[config.mk]
export PLATFORM = sky130hd
export DESIGN_NAME = tfdd_div
export DESIGN_NICKNAME = d
export VERILOG_FILES = /design/src/hdl/tfdd_div.sv
export SDC_FILE = /design/constraint.sdc
export NUM_CORES = 1
export LEC_CHECK = 0
export BUFFER_PORTS_ARGS = -buffer_cell sky130_fd_sc_hd__buf_4
export CAP_MARGIN = 20
export CORE_UTILIZATION = 59
export DETAILED_ROUTE_END_ITERATION = 8
export PLACE_DENSITY = 0.95
export SETUP_SLACK_MARGIN = 0.4
export SLEW_MARGIN = 20
export SYNTH_ARGS = -nofsm -noshare
export SYNTH_HDL_FRONTEND = slang
export SYNTH_SLANG_ARGS = --single-unit
[constraint.sdc]
create_clock -name clk_i -period 4 [get_ports clk_i]
set_input_delay 0.6 -clock clk_i [delete_from_list [all_inputs] [get_ports clk_i]]
set_output_delay 0.6 -clock clk_i [all_outputs]
set_load 0.02 [all_outputs]
[src/hdl/tfdd_div.sv]
// Restoring unsigned divider, one quotient bit per cycle.
// Standalone; instantiated by tiled_frame_difference_detector_unit.
module tfdd_div #(
  parameter int NumW = 30,
  parameter int DenW = 16
) (
  input  logic            clk_i,
  input  logic            rst_ni,
  input  logic            start_i,
  input  logic [NumW-1:0] dividend_i,
  input  logic [DenW-1:0] divisor_i,
  output logic            done_o,
  output logic [NumW-1:0] quotient_o
);

  localparam int CntW = $clog2(NumW + 1);

  logic            busy_q;
  logic            done_q;
  logic [CntW-1:0] cnt_q;
  logic [DenW-1:0] rem_q;
  logic [DenW-1:0] den_q;
  logic [NumW-1:0] quo_q;

  logic [DenW:0]   rem_sh;
  logic [DenW:0]   rem_sub;
  logic            fits;

  // Shift the next dividend bit into the partial remainder, subtract if it fits.
  assign rem_sh  = {rem_q, quo_q[NumW-1]};
  assign fits    = rem_sh >= {1'b0, den_q};
  assign rem_sub = fits ? (rem_sh - {1'b0, den_q}) : rem_sh;

  always_ff @(posedge clk_i or negedge rst_ni) begin
    if (!rst_ni) begin
      busy_q <= 1'b0;
      done_q <= 1'b0;
      cnt_q  <= '0;
    end else begin
      done_q <= 1'b0;
      if (start_i) begin
        busy_q <= 1'b1;
        cnt_q  <= CntW'(NumW);
      end else if (busy_q) begin
        cnt_q <= cnt_q - 1'b1;
        if (cnt_q == CntW'(1)) begin
          busy_q <= 1'b0;
          done_q <= 1'b1;
        end
      end
    end
  end

  always_ff @(posedge clk_i) begin
    if (start_i) begin
      rem_q <= '0;
      den_q <= divisor_i;
      quo_q <= dividend_i;
    end else if (busy_q) begin
      rem_q <= rem_sub[DenW-1:0];
      quo_q <= {quo_q[NumW-2:0], fits};
    end
  end

  assign done_o     = done_q;
  assign quotient_o = quo_q;

endmodule

After elaboration in Yosys (flattened, before gate mapping)
Cells that the tools add are included.

$add $sub $neg: 2. $mul: 0. Divide/modulo/power cells: 0. Order comparisons: 1. Equality and inequality tests: 1. Shift-type cells: 0. Mux-type cells: 11. Bitwise logic cells: 0. Reductions and logical operators: 1.

Operator list (count): two-way mux 30 bit (2); >= comparator 17 x 16 -> 1 bit (1); two-way mux 16 bit (1); subtractor 16 bit (1); two-way mux 5 bit (2); two-way mux 1 bit (6); == test 5 x 1 -> 1 bit, second input constant (1); subtractor 5 x 1 -> 5 bit, second input constant (1); nonzero test 2 bit (1).

Register bits after elaboration: 69. Bits in latches: 0. Bits in writable memories: 0. ROM bits: 0. Input port bits: 49. Output and inout bits: 31. Logic and storage cells: 22. Memories: 0.

Logic depth before layout (Yosys ltp)
Gate-level depths: netlist of run 1.

Depth after elaboration: 4. Mapped depth: 10. Depth with buffers taken out: 9.

Least setup slack after synthesis of run 1
No wires, ideal clock.

Kind: register to register. Start: register quo_q[29], in the netlist quotient_o[29]. End: register rem_q[14]. Setup time: 116 ps. Arrival time: 2123 ps. Data required time: 3884 ps. Slack: 1760 ps. Cell stages (with the launch flop): 10. Path buffers: 0. Period minus slack after synthesis: 2240 ps. Cells stage by stage: edfxtp_1 inv_1 ha_1 fa_1 nand2b_1 a21oi_1 a211oi_1 a41oi_1 xor2_1 a31o_2.

Cells in the longest elaborated chain, start to end: 2. Elaborated cells between the ends (all ways): 3. Those cells by class: 1 x add/sub; 1 x order compare; 1 x mux.

RTL lines: start, declared (RTL line 23) `logic [NumW-1:0] quo_q;`; start signal, assigned (RTL line 58) `quo_q <= dividend_i;`; start signal, assigned (RTL line 61) `quo_q <= {quo_q[NumW-2:0], fits};`; subtractor 16 bit or >= comparator 17 x 16 -> 1 bit (tied branches) (RTL line 32, 31); two-way mux 16 bit (*) (RTL line 32) `assign rem_sub = fits ? (rem_sh - {1'b0, den_q}) : rem_sh;`; end signal, assigned (RTL line 60) `rem_q <= rem_sub[DenW-1:0];`; end, declared (RTL line 21) `logic [DenW-1:0] rem_q;`.

Mark *: on every way between the ends. The rest lies on a longest branch, timed or not. A chain may end at the register's enable or synchronous reset.

Worst setup path after layout of run 1
Start: register den_q[6]. End: register rem_q[0].

Cells in the longest elaborated chain, start to end: 2.

RTL lines: start, declared (RTL line 22) `logic [DenW-1:0] den_q;`; start signal, assigned (RTL line 57) `den_q <= divisor_i;`; >= comparator 17 x 16 -> 1 bit (RTL line 31) `assign fits = rem_sh >= {1'b0, den_q};`; two-way mux 16 bit (RTL line 32).

No other way between the ends.

==> impl_metrics.json, run 1 <==
{
  "antenna_left": 0,
  "critical_path_buf_inv_count": 1,
  "wl_met3_um": 388,
  "max-vdd-ir-drop_mv": 0.443,
  "seqCellArea_um2": 1880,
  "syn_avg_cell_area_um2": 11.2,
  "row_count": 29,
  "dp_hpwl_um": 5740,
  "path_delay_family": "compound AO/OA/AOI/OAI gates",
  "min_path_type": "input pin to async pin",
  "antenna_found_initial": 0,
  "synth_adder_area_share_pct": 6.33,
  "tritoncts": "yes",
  "grt_max_degree": 42,
  "gp_congestion": 0.934,
  "syn_area_um2": 3870,
  "synth_xor_area_share_pct": 2.49,
  "start_util_pct": 61.0,
  "hold_viol_final": 0,
  "path_cells": "inv_1 > ha_1 > a21oi_2 > o21ai_1 > nand4_1 > a31oi_4 > mux2_1 > a211oi_1",
  "p_per_area_nw_per_um2": 386,
  "cts_setup_buffers": 0,
  "cts_sinks": 69,
  "vias_per_cell": 5.91,
  "worst_slack_ns": 1.18,
  "cpMaxStageDelayCell": "a31oi_4",
  "yosysSeqAreaShare_pct": 48.5,
  "synth_edf_count": 46,
  "multi_input_area_um2": 1770,
  "yosys.area.top_type": "edfxtp_1",
  "h-tree-depth": 3,
  "min_period_ns": 2.82,
  "crit_path_end_kind": "flop",
  "worst_clock_skew_ns": 0.0133,
  "clockBufferDepth": 2,
  "drive_above_1_share_pct": 33.6,
  "cts_buffers": 9,
  "syn-num-nets": 413,
  "max_freq_mhz": 355,
  "holdBufCountCts": 0,
  "wl_per_cell_um": 16.4,
  "yosys_warnings": 0,
  "coreArea_um2": 6350,
  "synth_top_family_by_area": "simple AND/OR/NAND/NOR gates",
  "drc": 0,
  "fin_nets": 486,
  "portBuffers": 79,
  "vias": 2956,
  "yosys-top-cells-count": "46 x edfxtp_1, 30 x mux2_2, 26 x nor2_1",
  "grt_pass1_vias": 2883,
  "area_growth_pct": 20.6,
  "clkTransAtPathRegs_ns": 0.09,
  "dr.max_layer_used": "met4",
  "fillers": 386,
  "syn_inst": 345,
  "ctsResizeCount": 0,
  "synth_cell_types": 58,
  "drtIter0Drc": 232,
  "critical_path_arrival_ns": 3.10,
  "clkLatencyLatePin_ns": 0.36,
  "yosysMostFrequentCell": "edfxtp_1",
  "drv_slew": 0,
  "yosys-top-cells-area": "edfxtp_1 36%, mux2_2 8.7%, dfxtp_1 8.3%",
  "start_kind": "flop",
  "synth_compound_area_share_pct": 12.6,
  "antenna_cells": 0,
  "run_status": "completed",
  "crit_type": "flop to flop",
  "worst_pin_slew_ns": 0.804,
  "fp.dieArea_um2": 6890,
  "synthFlopType": "edfxtp_1",
  "maxCapViolations": 0,
  "overflow": 0,
  "wl_met1_um": 3420,
  "power.total_mw": 1.80,
  "yosys.area_share.simple_pct": 14.0,
  "synth_top_area_share_pct": 35.7,
  "route.met2.wl_um": 4190,
  "preCtsSetupSlack_ns": 1.23,
  "setup_viol": 0,
  "final.period_utilization_pct": 70.5,
  "routed_wl_um": 8220,
  "async_flop_share_pct": 10.1,
  "slew_headroom_pct": 46.4,
  "path_max_fanout": 27,
  "dr.pass1.iters": 5,
  "grt_pass1_wl_um": 13400,
  "ys_seq_elements": 69,
  "cts_root_buf": "clkbuf_8",
  "slowest_delay_ns": 0.70,
  "synthMuxAreaShare_pct": 10.3,
  "die_x_um": 83.0,
  "die_h_um": 83.0,
  "grtUsageTotal_pct": 24.7,
  "pin_count": 80,
  "p_leak_nw": 1.92,
  "crit_required_ns": 4.28,
  "rsz0062_at_grt": "no",
  "setup-tns-final_ns": 0
}
path summary, 6_finish.rpt:
path	start	endpoint	slack [ns]	depth (start not counted)
max in group asynchronous	rst_ni	cnt_q[1]$_DFFE_PN0P_	3.84	1
setup / recovery	den_q[6]$_DFFE_PP_	rem_q[0]$_SDFFE_PP0P_	1.18	8
setup reg to reg	den_q[6]$_DFFE_PP_	rem_q[0]$_SDFFE_PP0P_	1.18	8
hold reg to reg	rem_q[11]$_SDFFE_PP0P_	rem_q[11]$_SDFFE_PP0P_	0.51	2
min in group clk_i	divisor_i[0]	den_q[0]$_DFFE_PP_	0.41	1
hold / removal	rst_ni	busy_q$_DFF_PN0_	0.04	1
state kept, by name (all words and copies together), names as in the netlist:
signal	cells
rem_q	16
quotient_o	30
den_q	16
done_o	1
busy_q	1
cnt_q	5
cells by family after synthesis:
family,Yosys count
muxes,36
xor gates and xnor gates,11
and+or+nand+nor,96
AOI/OAI and AO/OA,71
DFF,69
adders and majority gates,19
buffers and inverters,43
through the flow:
step | hold WS [ns] | instances | instance area [µm²] | util [%]
global route | 0.0307 | 500 | 4670 | 73.6
finish | 0.0404 | 500 | 4670 | 73.6
CTS | 0.0358 | 500 | 4670 | 73.6
detailed placement | 0.417 | 484 | 4440 | 70.0
floorplan | 0.304 | 345 | 3870 | -
global placement | 0.414 | 484 | 4440 | 70.0
where the power goes:
group / internal, mW / switching, mW
clock: 0.361 / 0.293
combinational: 0.143 / 0.157
sequential: 0.819 / 0.0307
cells in the final DEF (no fill, tap or decap), types with 5 or more instances in the layout:
master / instances
buf_4: 81
edfxtp_1: 46
mux2_2: 30
nor2_1: 26
inv_1: 24
ha_1: 18
dfxtp_1: 16
nand2_1: 15
a21oi_1: 15
o21ai_0: 15
nand2b_1: 12
clkbuf_8: 9
nor3_1: 8
xnor2_1: 8
a211oi_1: 8
dfrtp_1: 7
nand3_1: 6
o21ai_1: 5
a311oi_1: 5
mux2i_1: 5
layout make-up:
cell class	instances	share of cell area [%]
Sequential cell	69	40.2
Timing Repair Buffer	81	13.0
Inverter	24	1.93
Multi-Input combinational cell	233	37.9
Clock buffer	9	2.65
Tap cell	77	2.06
Clock inverter	7	2.25
worst register-to-register path: stages (launching register included):
cell and delay, ns:
edfxtp_1 0.33, inv_1 0.04, ha_1 0.49, a21oi_2 0.12, o21ai_1 0.24, nand4_1 0.23, a31oi_4 0.70, mux2_1 0.38
a211oi_1 0.22
per-layer routing:
metal | up-vias | GRT usage [%]
met5 | - | 0
met4 | 0 | 9.87
met3 | 20 | 7.06
met2 | 105 | 41.4
met1 | 1423 | 30.1
li1 | 1408 | -
(Power assumes the default switching activity.)
==> run 2, diff against run 1 <==
--- a/config.mk
+++ b/config.mk
@@ -7,9 +7,9 @@
 export LEC_CHECK = 0
 export BUFFER_PORTS_ARGS = -buffer_cell sky130_fd_sc_hd__buf_4
 export CAP_MARGIN = 20
-export CORE_UTILIZATION = 59
+export CORE_UTILIZATION = 50
 export DETAILED_ROUTE_END_ITERATION = 8
-export PLACE_DENSITY = 0.95
+export PLACE_DENSITY = 0.87
 export SETUP_SLACK_MARGIN = 0.4
 export SLEW_MARGIN = 20
 export SYNTH_ARGS = -nofsm -noshare
==> constraint.sdc (replaced) <==
create_clock -name clk_i -period 2.5 [get_ports clk_i]
set_input_delay 0.375 -clock clk_i [delete_from_list [all_inputs] [get_ports clk_i]]
set_output_delay 0.375 -clock clk_i [all_outputs]
set_load 0.02 [all_outputs]
==> impl_metrics.json, run 2 (synthesized netlist as in run 1, its figures left out) <==
{
  "overflow": 0,
  "critical_path_arrival_ns": 2.59,
  "die_x_um": 90.0,
  "setup_viol": 0,
  "antenna_cells": 0,
  "cts_buffers": 9,
  "run_status": "completed",
  "max_freq_mhz": 426,
  "clkLatencyLatePin_ns": 0.37,
  "met2_usage_pct": 43.4,
  "cts_sinks": 69,
  "rsz0062_at_grt": "yes",
  "cts_root_buf": "clkbuf_8",
  "crit_path_end_kind": "flop",
  "p_comb_share_pct": 20.7,
  "min_path_type": "input pin to flop",
  "maxCapViolations": 0,
  "layout_common_cells": "108 x buf_4, 46 x edfxtp_1, 30 x mux2_2",
  "p_switching_mw": 0.855,
  "seqCellArea_um2": 1880,
  "grtUsageTotal_pct": 25.0,
  "min_period_ns": 2.35,
  "drv_slew": 0,
  "antenna_found_initial": 0,
  "dr.pass1.iters": 5,
  "p_leak_nw": 2.13,
  "p_per_area_nw_per_um2": 530,
  "multi_input_area_um2": 2160,
  "coreArea_um2": 7370,
  "pwr-share-seq_pct": 47.9,
  "grt_pass1_vias": 3345,
  "h-tree-depth": 3,
  "clkPwrFrac_pct": 31.5,
  "max-vdd-ir-drop_mv": 0.374,
  "clockBufferDepth": 2,
  "worst_clock_skew_ns": 0.0139,
  "tritoncts": "yes",
  "power.total_mw": 2.84,
  "dp_hpwl_um": 5710,
  "clkTransAtPathRegs_ns": 0.09,
  "row_count": 31,
  "grt_max_degree": 43,
  "grtUsageMet1_pct": 29.6,
  "switching_share_pct": 30.1,
  "drtIter0Drc": 213,
  "largest_reg_flops": 30,
  "hold_viol_final": 0,
  "wl_per_cell_um": 18.0,
  "crit_type": "flop to flop",
  "worst_slack_ns": 0.150,
  "setup-tns-final_ns": 0,
  "start_util_pct": 52.5,
  "grt_pass1_wl_um": 16200,
  "antenna_left": 0,
  "drive_above_1_share_pct": 50.1,
  "pin_count": 80,
  "fp.dieArea_um2": 8100,
  "path_max_fanout": 7,
  "fin_nets": 522,
  "vias": 3261,
  "worst_pin_slew_ns": 0.710,
  "fillers": 449,
  "routed_wl_um": 10000,
  "preCtsSetupSlack_ns": -0.0233,
  "die_h_um": 90.0,
  "vias_per_cell": 5.84,
  "crit_required_ns": 2.74,
  "portBuffers": 79,
  "slew_headroom_pct": 52.7,
  "p_int_mw": 1.98,
  "met3_usage_pct": 5.92,
  "fin_hold_ws_ns": 0.182,
  "gp_congestion": 0.925,
  "area_growth_pct": 38.3,
  "busiest_layer": "met2",
  "final.period_utilization_pct": 94.0,
  "drc": 0,
  "final_common_cell": "buf_4",
  "start_kind": "flop",
  "post-route-util_pct": 72.6
}
## run 2: power by group through the flow
stage          Sequential, mW  Combinational, mW  Clock [mW]
2_1_floorplan            1.44              0.235           0
3_3_place_gp             1.37              0.478           0
3_5_place_dp             1.38              0.489           0
4_1_cts                  1.36              0.555       0.884
5_1_grt                  1.37              0.626       0.933
6_report                 1.36              0.587       0.892
## run 2: stage by stage
step                      area [µm²]  instances
after floorplan                 3900        345
after CTS                       5270        557
after global placement          4610        521
final                           5350        558
after detailed placement        4610        521
after global routing            5350        558
## run 2: area by class of cell
type / instances / share of cell area (%)
sequential: 69 / 35.1
inverter: 24 / 1.68
timing repair buffer: 116 / 17.0
clock buffer: 9 / 2.31
tap: 99 / 2.31
clock inverter: 7 / 1.22
multi-input combinational: 234 / 40.4
## run 2: worst max-delay path, cell delays in order, from the launching register on
cell	delay [ns]
edfxtp_1	0.36
inv_2	0.05
ha_4	0.33
nand2_4	0.08
o21ai_4	0.16
nand4_1	0.25
buf_4	0.25
a31oi_4	0.26
nor3_1	0.10
or3_1	0.40
## run 2: final timing paths
check / start / to / slack (ns) / cells past startpoint
worst max-delay path: den_q[8]$_DFFE_PP_ / rem_q[1]$_SDFFE_PP0P_ / 0.15 / 9
worst min-delay path: divisor_i[2] / den_q[2]$_DFFE_PP_ / 0.18 / 1
worst max register to register: den_q[8]$_DFFE_PP_ / rem_q[1]$_SDFFE_PP0P_ / 0.15 / 9
worst min register to register: rem_q[6]$_SDFFE_PP0P_ / rem_q[6]$_SDFFE_PP0P_ / 0.53 / 2
max in group asynchronous: rst_ni / busy_q$_DFF_PN0_ / 2.02 / 2
min in group asynchronous: rst_ni / cnt_q[2]$_DFFE_PN0P_ / 0.36 / 2
## run 2: what timing repair did
item,in CTS,in global routing
resized for setup,55,17
endpoints found under the hold margin,7,0
hold buffers,1,0
setup buffers,18,1
endpoints found under the setup margin,17,17
gates cloned,1,0
pin swaps,29,12
## run 2: routing by layer
metal  part of all wire (%)  vias up
li1                       -     1488
met1                     40     1574
met2                     50      156
met3                    6.8       43
met4                    3.7        0
met5                      0        -
